### config.mk
export PLATFORM = sky130hd
export DESIGN_NAME = pid_controller_clamped
export DESIGN_NICKNAME = d
export VERILOG_FILES = /design/src/rtl/pidc_pkg.sv /design/src/rtl/pid_controller_clamped.sv
export SDC_FILE = /design/constraint.sdc
export NUM_CORES = 2
export LEC_CHECK = 0
export ABC_CLOCK_PERIOD_IN_PS = 21700
export BUFFER_PORTS_ARGS = -buffer_cell sky130_fd_sc_hd__buf_4
export CORE_UTILIZATION = 55
export CTS_BUF_LIST = sky130_fd_sc_hd__clkbuf_4
export DETAILED_ROUTE_END_ITERATION = 7
export PLACE_DENSITY_LB_ADDON = 0.15
export SETUP_SLACK_MARGIN = 0.4
export SLEW_MARGIN = 20
export SYNTH_ARGS = -nofsm -noshare
export SYNTH_HDL_FRONTEND = slang
export SYNTH_SLANG_ARGS = --single-unit
export TNS_END_PERCENT = 50
### constraint.sdc
create_clock -name clk -period 21.7 [get_ports clk]
set_clock_uncertainty 0.1 [all_clocks]
set_input_delay 1.085 -clock clk [delete_from_list [all_inputs] [get_ports clk]]
set_output_delay 1.085 -clock clk [all_outputs]
set_load 0.01 [all_outputs]
### src/rtl/pidc_pkg.sv
package pidc_pkg;

	// Configuration port geometry
	localparam int CFG_IDX_W  = 3;
	localparam int CFG_DATA_W = 47;

	// Register indexes
	localparam logic [CFG_IDX_W-1:0] REG_GAIN_P   = 3'd0;
	localparam logic [CFG_IDX_W-1:0] REG_GAIN_I   = 3'd1;
	localparam logic [CFG_IDX_W-1:0] REG_GAIN_D   = 3'd2;
	localparam logic [CFG_IDX_W-1:0] REG_INTEG_LIM = 3'd3;
	localparam logic [CFG_IDX_W-1:0] REG_OUT_LIM  = 3'd4;

	// Input word: error sample (Q3.12) and time step (Q0.16 s)
	typedef struct packed {
		logic signed [15:0] error_value;
		logic [15:0]        time_step;
	} in_word_t;

	// Output word: drive and status flags
	typedef struct packed {
		logic signed [31:0] drive;
		logic               integral_clamped;
		logic               output_clamped;
		logic               zero_step;
	} out_word_t;

endpackage

### src/rtl/pid_controller_clamped.sv
// PID controller with integral clamp and output clamp.
//
// Input channel (in_valid/in_ready/in_data) takes one word per control
// sample: a signed Q3.12 error and an unsigned Q0.16 time step. Output
// channel (out_valid/out_ready/out_data) returns one word per sample: the
// signed 32-bit drive plus integral-clamped, output-clamped and zero-step
// flags. Gains and limits are to be written through cfg_we/cfg_index/
// cfg_wdata only while the block is idle; the block does not enforce this.
//
// A new word is taken only once the sequencer has finished the previous one.
// The derivative is formed by a 32-iteration radix-2 divider; the rest is
// one shared 16x25 multiplier feeding a 66-bit accumulator, steered by an
// 11-step microcode program.
//
// Reset clears gains, limits, the stored error and the integral. A finished
// word sits in the output register while the next word is processed; if the
// receiver is still stalling when the next result is ready, the sequencer
// holds on its last step until the output register frees up.
module pid_controller_clamped
	import pidc_pkg::*;
(
	input  logic                  clk,
	input  logic                  arst_n,
	input  logic                  in_valid,
	output logic                  in_ready,
	input  in_word_t              in_data,
	output logic                  out_valid,
	input  logic                  out_ready,
	output out_word_t             out_data,
	input  logic                  cfg_we,
	input  logic [CFG_IDX_W-1:0]  cfg_index,
	input  logic [CFG_DATA_W-1:0] cfg_wdata
);

	// Control word fields
	typedef enum logic [1:0] {MA_ERR, MA_KP, MA_KI, MA_KD} mul_a_t;
	typedef enum logic [2:0] {
		MB_DT, MB_ERR, MB_INT_HI, MB_INT_LO, MB_DER_HI, MB_DER_LO
	} mul_b_t;
	typedef enum logic [1:0] {ACC_NONE, ACC_LOAD, ACC_ADD} acc_op_t;
	typedef enum logic [1:0] {SH_0, SH_16, SH_24, SH_40} acc_sh_t;
	typedef enum logic [2:0] {
		OP_NONE, OP_DIV_INIT, OP_INTEG, OP_DIV_STEP, OP_DERIV, OP_FINISH
	} dp_op_t;
	typedef enum logic [1:0] {JMP_NEXT, JMP_DIV_LOOP, JMP_END} jmp_t;

	typedef struct packed {
		mul_a_t  mul_a;
		mul_b_t  mul_b;
		acc_op_t acc_op;
		acc_sh_t acc_sh;
		dp_op_t  op;
		jmp_t    jmp;
	} ctrl_t;

	localparam int PC_W = 4;

	// Microcode ROM. A product selected in one step is accumulated in the next.
	function automatic ctrl_t ucode(input logic [PC_W-1:0] pc);
		ctrl_t cw;
		unique case (pc)
			4'd0: cw = '{MA_ERR, MB_DT,     ACC_NONE, SH_0,  OP_DIV_INIT, JMP_NEXT};
			4'd1: cw = '{MA_KP,  MB_ERR,    ACC_NONE, SH_0,  OP_INTEG,    JMP_NEXT};
			4'd2: cw = '{MA_KI,  MB_INT_HI, ACC_LOAD, SH_16, OP_NONE,     JMP_NEXT};
			4'd3: cw = '{MA_KI,  MB_INT_LO, ACC_ADD,  SH_24, OP_NONE,     JMP_NEXT};
			4'd4: cw = '{MA_ERR, MB_DT,     ACC_ADD,  SH_0,  OP_NONE,     JMP_NEXT};
			4'd5: cw = '{MA_ERR, MB_DT,     ACC_NONE, SH_0,  OP_DIV_STEP, JMP_DIV_LOOP};
			4'd6: cw = '{MA_ERR, MB_DT,     ACC_NONE, SH_0,  OP_DERIV,    JMP_NEXT};
			4'd7: cw = '{MA_KD,  MB_DER_HI, ACC_NONE, SH_0,  OP_NONE,     JMP_NEXT};
			4'd8: cw = '{MA_KD,  MB_DER_LO, ACC_ADD,  SH_40, OP_NONE,     JMP_NEXT};
			4'd9: cw = '{MA_ERR, MB_DT,     ACC_ADD,  SH_16, OP_NONE,     JMP_NEXT};
			4'd10: cw = '{MA_ERR, MB_DT,    ACC_NONE, SH_0,  OP_FINISH,   JMP_END};
			default: cw = '{MA_ERR, MB_DT,  ACC_NONE, SH_0,  OP_NONE,     JMP_END};
		endcase
		return cw;
	endfunction

	// Configuration registers
	logic signed [15:0] kp_q, ki_q, kd_q;
	logic [46:0]        ilim_q;
	logic [30:0]        olim_q;

	// Sequencer
	logic            busy_q;
	logic [PC_W-1:0] pc_q;
	logic [4:0]      div_cnt_q;
	ctrl_t           cw;
	logic            stall;
	logic            step_en;

	// Datapath registers
	logic signed [15:0] err_q;
	logic [15:0]        dt_q;
	logic signed [15:0] last_q;
	logic signed [47:0] integ_q;
	logic               iclamp_q;
	logic [15:0]        rem_q;
	logic [31:0]        quo_q;
	logic               neg_q;
	logic signed [32:0] deriv_q;
	logic signed [40:0] prod_s1;
	logic signed [65:0] acc_q;

	// Output register
	logic      out_valid_q;
	out_word_t out_q;

	assign in_ready  = !busy_q;
	assign out_valid = out_valid_q;
	assign out_data  = out_q;

	assign cw      = ucode(pc_q);
	assign stall   = (cw.jmp == JMP_END) && out_valid_q && !out_ready;
	assign step_en = busy_q && !stall;

	// Configuration writes
	always_ff @(posedge clk or negedge arst_n) begin
		if (!arst_n) begin
			kp_q   <= '0;
			ki_q   <= '0;
			kd_q   <= '0;
			ilim_q <= '0;
			olim_q <= '0;
		end else if (cfg_we) begin
			unique case (cfg_index)
				REG_GAIN_P:    kp_q   <= cfg_wdata[15:0];
				REG_GAIN_I:    ki_q   <= cfg_wdata[15:0];
				REG_GAIN_D:    kd_q   <= cfg_wdata[15:0];
				REG_INTEG_LIM: ilim_q <= cfg_wdata;
				REG_OUT_LIM:   olim_q <= cfg_wdata[30:0];
				default: ;
			endcase
		end
	end

	// Step counter and conditional jumps
	always_ff @(posedge clk or negedge arst_n) begin
		if (!arst_n) begin
			busy_q <= 1'b0;
			pc_q   <= '0;
		end else if (in_valid && in_ready) begin
			busy_q <= 1'b1;
			pc_q   <= '0;
		end else if (step_en) begin
			case (cw.jmp)
				JMP_NEXT: pc_q <= pc_q + 1'b1;
				JMP_DIV_LOOP: begin
					if (div_cnt_q == '0)
						pc_q <= pc_q + 1'b1;
				end
				default: busy_q <= 1'b0;
			endcase
		end
	end

	// Shared multiplier operand select
	logic signed [15:0] mul_a;
	logic signed [24:0] mul_b;
	logic signed [40:0] prod;

	always_comb begin
		case (cw.mul_a)
			MA_KP:   mul_a = kp_q;
			MA_KI:   mul_a = ki_q;
			MA_KD:   mul_a = kd_q;
			default: mul_a = err_q;
		endcase
		case (cw.mul_b)
			MB_ERR:    mul_b = {{9{err_q[15]}}, err_q};
			MB_INT_HI: mul_b = {integ_q[47], integ_q[47:24]};
			MB_INT_LO: mul_b = {1'b0, integ_q[23:0]};
			MB_DER_HI: mul_b = {{16{deriv_q[32]}}, deriv_q[32:24]};
			MB_DER_LO: mul_b = {1'b0, deriv_q[23:0]};
			default:   mul_b = {9'd0, dt_q};
		endcase
	end

	assign prod = mul_a * mul_b;

	// Shifted product for the accumulator
	logic signed [65:0] prod_ext, prod_sh;

	always_comb begin
		prod_ext = {{25{prod_s1[40]}}, prod_s1};
		case (cw.acc_sh)
			SH_16:   prod_sh = prod_ext <<< 16;
			SH_24:   prod_sh = prod_ext <<< 24;
			SH_40:   prod_sh = prod_ext <<< 40;
			default: prod_sh = prod_ext;
		endcase
	end

	// Integral update: add error*dt, saturate to 48 bits, then apply limit
	logic signed [48:0] isum;
	logic signed [47:0] isat, ilim_pos, ilim_neg, inext;
	logic               isat_f, ilim_f;

	always_comb begin
		isum     = {integ_q[47], integ_q} + {{8{prod_s1[40]}}, prod_s1};
		isat_f   = 1'b0;
		isat     = isum[47:0];
		if (isum[48] != isum[47]) begin
			isat_f = 1'b1;
			isat   = isum[48] ? {1'b1, 47'd0} : {1'b0, {47{1'b1}}};
		end
		ilim_pos = {1'b0, ilim_q};
		ilim_neg = -ilim_pos;
		ilim_f   = 1'b0;
		inext    = isat;
		if (ilim_q != '0) begin
			if (isat > ilim_pos) begin
				inext  = ilim_pos;
				ilim_f = 1'b1;
			end else if (isat < ilim_neg) begin
				inext  = ilim_neg;
				ilim_f = 1'b1;
			end
		end
	end

	// Derivative numerator magnitude and one restoring divide step
	logic signed [16:0] diff, dmag;
	logic [16:0]        trial, tdiff;
	logic               take;
	logic [32:0]        qext;

	always_comb begin
		diff  = {err_q[15], err_q} - {last_q[15], last_q};
		dmag  = diff[16] ? -diff : diff;
		trial = {rem_q, quo_q[31]};
		tdiff = trial - {1'b0, dt_q};
		take  = trial >= {1'b0, dt_q};
		qext  = {1'b0, quo_q};
	end

	// Drive: floor to 16 fraction bits, saturate to 32 bits, apply limit
	logic signed [31:0] dsat, dnext, olim_pos, olim_neg;
	logic               dsat_f, dlim_f;

	always_comb begin
		dsat_f = 1'b0;
		dsat   = acc_q[51:20];
		if (acc_q[65:51] != {15{acc_q[51]}}) begin
			dsat_f = 1'b1;
			dsat   = acc_q[65] ? {1'b1, 31'd0} : {1'b0, {31{1'b1}}};
		end
		olim_pos = {1'b0, olim_q};
		olim_neg = -olim_pos;
		dlim_f   = 1'b0;
		dnext    = dsat;
		if (olim_q != '0) begin
			if (dsat > olim_pos) begin
				dnext  = olim_pos;
				dlim_f = 1'b1;
			end else if (dsat < olim_neg) begin
				dnext  = olim_neg;
				dlim_f = 1'b1;
			end
		end
	end

	// Controller state: stored error and integral
	always_ff @(posedge clk or negedge arst_n) begin
		if (!arst_n) begin
			last_q  <= '0;
			integ_q <= '0;
		end else if (step_en && cw.op == OP_INTEG) begin
			last_q  <= err_q;
			integ_q <= inext;
		end
	end

	// Datapath working registers
	always_ff @(posedge clk) begin
		prod_s1 <= prod;
		if (in_valid && in_ready) begin
			err_q <= in_data.error_value;
			dt_q  <= in_data.time_step;
		end
		if (step_en) begin
			case (cw.acc_op)
				ACC_LOAD: acc_q <= prod_sh;
				ACC_ADD:  acc_q <= acc_q + prod_sh;
				default: ;
			endcase
			case (cw.op)
				OP_DIV_INIT: begin
					neg_q     <= diff[16];
					quo_q     <= {dmag[15:0], 16'd0};
					rem_q     <= '0;
					div_cnt_q <= 5'd31;
				end
				OP_INTEG: iclamp_q <= isat_f || ilim_f;
				OP_DIV_STEP: begin
					rem_q     <= take ? tdiff[15:0] : trial[15:0];
					quo_q     <= {quo_q[30:0], take};
					div_cnt_q <= div_cnt_q - 1'b1;
				end
				OP_DERIV: begin
					if (dt_q == '0)
						deriv_q <= '0;
					else
						deriv_q <= neg_q ? -qext : qext;
				end
				default: ;
			endcase
		end
	end

	// Output register
	always_ff @(posedge clk or negedge arst_n) begin
		if (!arst_n) begin
			out_valid_q <= 1'b0;
		end else if (step_en && cw.op == OP_FINISH) begin
			out_valid_q <= 1'b1;
		end else if (out_ready) begin
			out_valid_q <= 1'b0;
		end
	end

	always_ff @(posedge clk) begin
		if (step_en && cw.op == OP_FINISH) begin
			out_q.drive            <= dnext;
			out_q.integral_clamped <= iclamp_q;
			out_q.output_clamped   <= dsat_f || dlim_f;
			out_q.zero_step        <= (dt_q == '0);
		end
	end

endmodule
* Word-level counts from Yosys, hierarchy flattened
Memory sizes are Yosys's and may differ from the RTL's.
Index checks and enable logic that the tools add are counted.
** Storage, ports and cells
- Register bits :: 458
- Bits in read-only memories :: 224
- Bits of input ports :: 87
- Output and inout port bits :: 37
- Memories kept :: 1
** Operators by class
- Add/subtract/negate cells :: 10
- Multiply operators :: 1
- Order comparisons :: 5
- Equal/unequal tests :: 28
- Mux-type cells :: 37
- Bitwise logic cells :: 1
- Reduce and logical (&&, ||, !) cells :: 36
** Memories
- (no name shown) :: depth 16, width 14, read ports 1, clocked after memory_dff 0, wr ports 0, line pid_controller_clamped.sv:61 : unique case (pc)
** Operators by type and width (count)
- 48-bit 2-to-1 mux :: 5
- 66-bit one-hot mux with 3 select lines :: 1
- 32-bit 2-to-1 mux :: 6
- 66-bit one-hot mux with 2 select lines :: 1
- 25-bit one-hot mux with 5 select lines :: 1
- 66-bit adder :: 1
- 32-bit one-hot mux with 2 select lines :: 1
- 48-bit by 41-bit adder with 49-bit output :: 1
- 48-bit greater-than comparator :: 1
- 48-bit less-than comparator :: 1
- 47-bit negation with 48-bit output :: 1
- 16-bit one-hot mux with 3 select lines :: 1
- 47-bit nonzero test :: 1
- 16-bit by 25-bit multiplier with 41-bit output :: 1
- 32-bit negation with 33-bit output :: 1
- 32-bit greater-than comparator :: 1
- 32-bit less-than comparator :: 1
- 16-bit 2-to-1 mux :: 2
- 31-bit negation with 32-bit output :: 1
- 16-bit one-hot mux with 2 select lines :: 1
- 31-bit nonzero test :: 1
- 2-bit AND reduction :: 11
- 3-bit by 2-bit equality test with 1-bit output, second input constant :: 6
- 17-bit by 16-bit greater-or-equal comparator with 1-bit output :: 1
- other kinds (29) :: 69

* Longest topological paths before layout
- Depth after elaboration :: 8
- Gate-level depth with buffers :: 36
- Depth with buffers taken out :: 32

* Worst setup path before layout
Ideal clock, no wire load.
- Path type :: register to register
- From :: register pc_q[0]
- To :: register prod_s1[40]
- Library setup time :: 134 ps
- Arrival time :: 8791 ps
- Data required time :: 21466 ps
- Path slack :: 12675 ps
- Stages on the path, launching flop included :: 30
- Period minus slack after synthesis :: 9025 ps
- Cells stage by stage :: dfrtp_1 -> clkbuf_1 -> clkinv_1 -> clkbuf_1 -> ha_1 -> nor2b_1 -> nand2_1 -> o21ai_1 -> a21oi_1 -> clkbuf_1 -> mux2i_1 -> clkbuf_1 -> nor2_1 -> fa_1 -> fa_1 -> fa_1 -> fa_1 -> fa_1 -> inv_1 -> fa_1 -> inv_1 -> ha_1 -> nand3_1 -> or4_1 -> o22ai_1 -> o211ai_1 -> o21ai_0 -> o31ai_1 -> nand2_1 -> o211ai_1
** Between the ends
- Word-level cells in the longest chain between the ends :: 4
** Ends and longest elaborated chain
- from (decl) :: line pid_controller_clamped.sv:85 : logic [PC_W-1:0] pc_q;
- from (signal assigned) :: line pid_controller_clamped.sv:146 : JMP_NEXT: pc_q <= pc_q + 1'b1;
- from (signal assigned) :: line pid_controller_clamped.sv:149 : pc_q <= pc_q + 1'b1;
- memory read 16 x 14 bit *
- 3-bit equality test, or another cell as far along :: line pid_controller_clamped.sv:168 : case (cw.mul_b)
- 25-bit one-hot mux with 5 select lines or 16-bit one-hot mux with 3 select lines (tied branches) :: line pid_controller_clamped.sv:168, pid_controller_clamped.sv:162
- 16-bit by 25-bit multiplier with 41-bit output * :: line pid_controller_clamped.sv:178 : assign prod = mul_a * mul_b;
- named net prod[40] :: line pid_controller_clamped.sv:159 : logic signed [40:0] prod;
- to (signal assigned) :: line pid_controller_clamped.sv:275 : prod_s1 <= prod;
- to (decl) :: line pid_controller_clamped.sv:101 : logic signed [40:0] prod_s1;
The timed path passes the listed nets; every way through them passes the cells marked *.
A chain may end at the register's enable or synchronous reset.

* Worst setup path after layout
Ends and elaborated chain as after synthesis.

==> metrics.md <==
| Metric | Value |
|---|---|
| CP max stage cell | `fa_1` |
| Crit path time final | `10.75 ns` |
| CTS Buf Count | `133` |
| Status | `finished clean` |
| Worst flop-to-flop path startpoint | `pc_q[0]` |
| Num ports | `124` |
| Hold Startpoint | `in_data[9]` |
| Cell with the most instances after synthesis | `inv_1` |
| Post-CTS sizing | `0` |
| Setup tns final | `0 ns` |
| Top cells by area, synth | `fa_1, edfxtp_1, ha_1` |
| DIE AREA | `91490 um2` |
| WL per Instance | `22.99 um` |
| YS warnings | `0` |
| Cells after Synth | `5611` |
| Top post-synthesis cells by count | `inv_1, nand2_1, nor2_1` |
| Initial DRC Count | `3700` |
| Top cell type's share of synthesized area | `0.1580` |
| CTS tree | `yes` |
| Syn_area_per_cell | `8.850 um2` |
| Reg-to-Reg End | `prod_s1[40]` |
| Syn nets | `6505` |
| Max-slew violation count | `0` |
| Synthesis-to-layout area growth | `8.144%` |
| Unrepaired setup endpoints after global routing | `false` |
| IO Port Bufs | `123` |
| Worst Path Max Fanout | `25` |
| Reg2reg setup slack | `10.95 ns` |
| GPL Wtd Cong | `1.005` |
| Final setup violation count | `0` |
| Antenna violations before repair | `11` |
| Main synth FF type | `edfxtp_1` |
| Final worst-path cycle share | `0.4956` |
| Final WS setup | `10.95 ns` |
| R2R cell count | `28` |
| Synth cell types | `100` |
| Startpoint Class | `flop` |
| Post-synth EDFFs | `221` |
| Vias per inst | `6.089` |
| Postcts setup bufs | `0` |
| Relative slew margins | `0.2837` |
| Clock Path Buffers | `3` |
| Hold_buf cts | `16` |
| Hold Crit Class | `input port to flop` |
| Final nets | `6609` |
| #FFs+latches synth | `458` |
| GRT Overall Usage | `0.3546` |
| F_max | `92.99 MHz` |
| Endpoint with the worst hold slack | `dt_q[9]` |
| Asr flop ratio synth | `0.4279` |
| Crit end category | `flop` |
| Drt drc | `0` |
| Row Count | `109` |
| Worst-Margin Slew | `1.074 ns` |
| Share of cells above drive strength 1 | `0.1101` |
| Hold Fails Final Rpt | `0` |
| Largest net degree at the start of global routing | `71` |
| Worst Path Arrival | `11.52 ns` |
| Starting Density | `0.5584` |
| Clock root buffer | `clkbuf_4` |
| Max incr delay on CP | `0.92 ns` |
| DP HPWL | `126600 um` |
| H-tree levels | `4` |
| Max cap viols | `0` |
| Total congestion overflow | `0` |
| Clock Latency Late Sink | `1.07 ns` |
| Netlist Area Pre-Place | `49660 um2` |
| Crit path kind | `flop to flop` |
| DRT antenna net count | `0` |
| Worst endpoint required time | `22.46 ns` |
| Sequential fraction of the synthesis area | `0.2489` |
| Worst slack, placed | `11.10 ns` |
| Hold Slack | `0.1220 ns` |
| Core footprint | `88920 um2` |
| Hold Crit Depth | `1` |
| Die Wd | `302.5 um` |
| Via Count | `42535` |
| Die H | `302.5 um` |
| Post-Route WL | `160600 um` |
| First-pass GRT wire length | `245500 um` |
| Number of global-route vias before repair | `41656` |
| Clk sinks | `458` |
| Most used cell along the critical path | `fa_1` |
| Clock-pin slew on the worst setup and hold paths | `0.07 ns` |
| Leading area contributor after synthesis | `fa_1` |
| Drt pass-1 iters | `6` |
worst max-delay path by stage:
stage / start / end / slack (ns) / depth (start not counted)
floorplan: pc_q[0] / prod_s1[40] / 12.68 / 29
global route: pc_q[0] / prod_s1[40] / 10.37 / 28
detailed placement: pc_q[0] / prod_s1[40] / 11.10 / 28
finish: pc_q[0] / prod_s1[40] / 10.95 / 28
CTS: pc_q[0] / prod_s1[40] / 11.06 / 28
global placement: pc_q[0] / prod_s1[40] / 11.34 / 28
sequential cells by signal, indices dropped and copies added (netlist names), 31 cells and up:
signal	flops
prod_s1	41
out_data	35
ilim_q	47
olim_q	31
acc_q	66
integ_q	48
quo_q	32
deriv_q	33
area by class of cell:
class	count	area (um2)
fillers	7939	35220
clock buffers	184	1381
well taps	1165	1458
inverters	674	2530
diodes	8	20.02
multi-input cells	4240	34040
repair buffers	208	1620
flip-flops and latches	458	12360
clock inverters	48	290.3
critical path: cells and delay by family, from the launching register on:
family	cells	cell delay, ns
adder cells (fa/ha/maj)	8	4.45
AO/OA/AOI/OAI	7	1.88
buffers and inverters	6	1.52
AND/OR/NAND/NOR	6	1.31
flip-flops	1	0.91
multiplexers	1	0.40
cells by family (layout without fill, tap and decap cells):
kind of cell,after synthesis,count (layout),share of synthesized area
flops,458,458,0.2489
fa+ha+maj,807,807,0.2626
xor+xnor,271,271,0.04780
other cells,0,8,0
mux,243,243,0.05289
buf+inv,913,1114,0.06980
simple gates,1639,1639,0.1525
compound gates,1280,1280,0.1655
cell usage in the layout (no fill, tap or decap), drive strengths merged, types with 38 or more instances in the layout:
master | synthesis | routed
a211oi | 39 | 39
a21o | 139 | 139
a21oi | 349 | 349
and2 | 55 | 55
buf | 45 | 190
clkbuf | 194 | 186
dfrtp | 196 | 196
dfxtp | 41 | 41
edfxtp | 221 | 221
fa | 392 | 392
ha | 415 | 415
inv | 673 | 683
mux2 | 155 | 155
mux2i | 88 | 88
nand2 | 541 | 541
nand2b | 66 | 66
nand3 | 76 | 76
nand4 | 85 | 85
nor2 | 530 | 530
nor3 | 90 | 90
nor4 | 44 | 44
o21a | 41 | 41
o21ai | 332 | 332
o21bai | 38 | 38
xnor2 | 190 | 190
xor2 | 81 | 81
through the flow:
| stage | std cells | util | cell area (um2) |
|---|---|---|---|
| 5_1_grt | 6981 | 0.6038 | 53690 |
| 3_5_place_dp | 6727 | 0.5827 | 51810 |
| 2_1_floorplan | 5611 | - | 49660 |
| 6_report | 6985 | 0.6039 | 53700 |
| 3_3_place_gp | 6727 | 0.5826 | 51810 |
| 4_1_cts | 6975 | 0.6033 | 53650 |
layer usage:
metal / global-route usage / wire length (um) / vias up / share of wire
met5: 0 / 23 / - / 0.00014
met4: 0.2064 / 9835 / 4 / 0.061
met3: 0.07311 / 13720 / 460 / 0.085
met2: 0.5648 / 73210 / 1908 / 0.46
met1: 0.4480 / 63790 / 20458 / 0.40
li1: - / - / 19705 / -
Power is not shown: default switching activity piles up to over one toggle a cycle in this logic, so the estimate is an artifact.
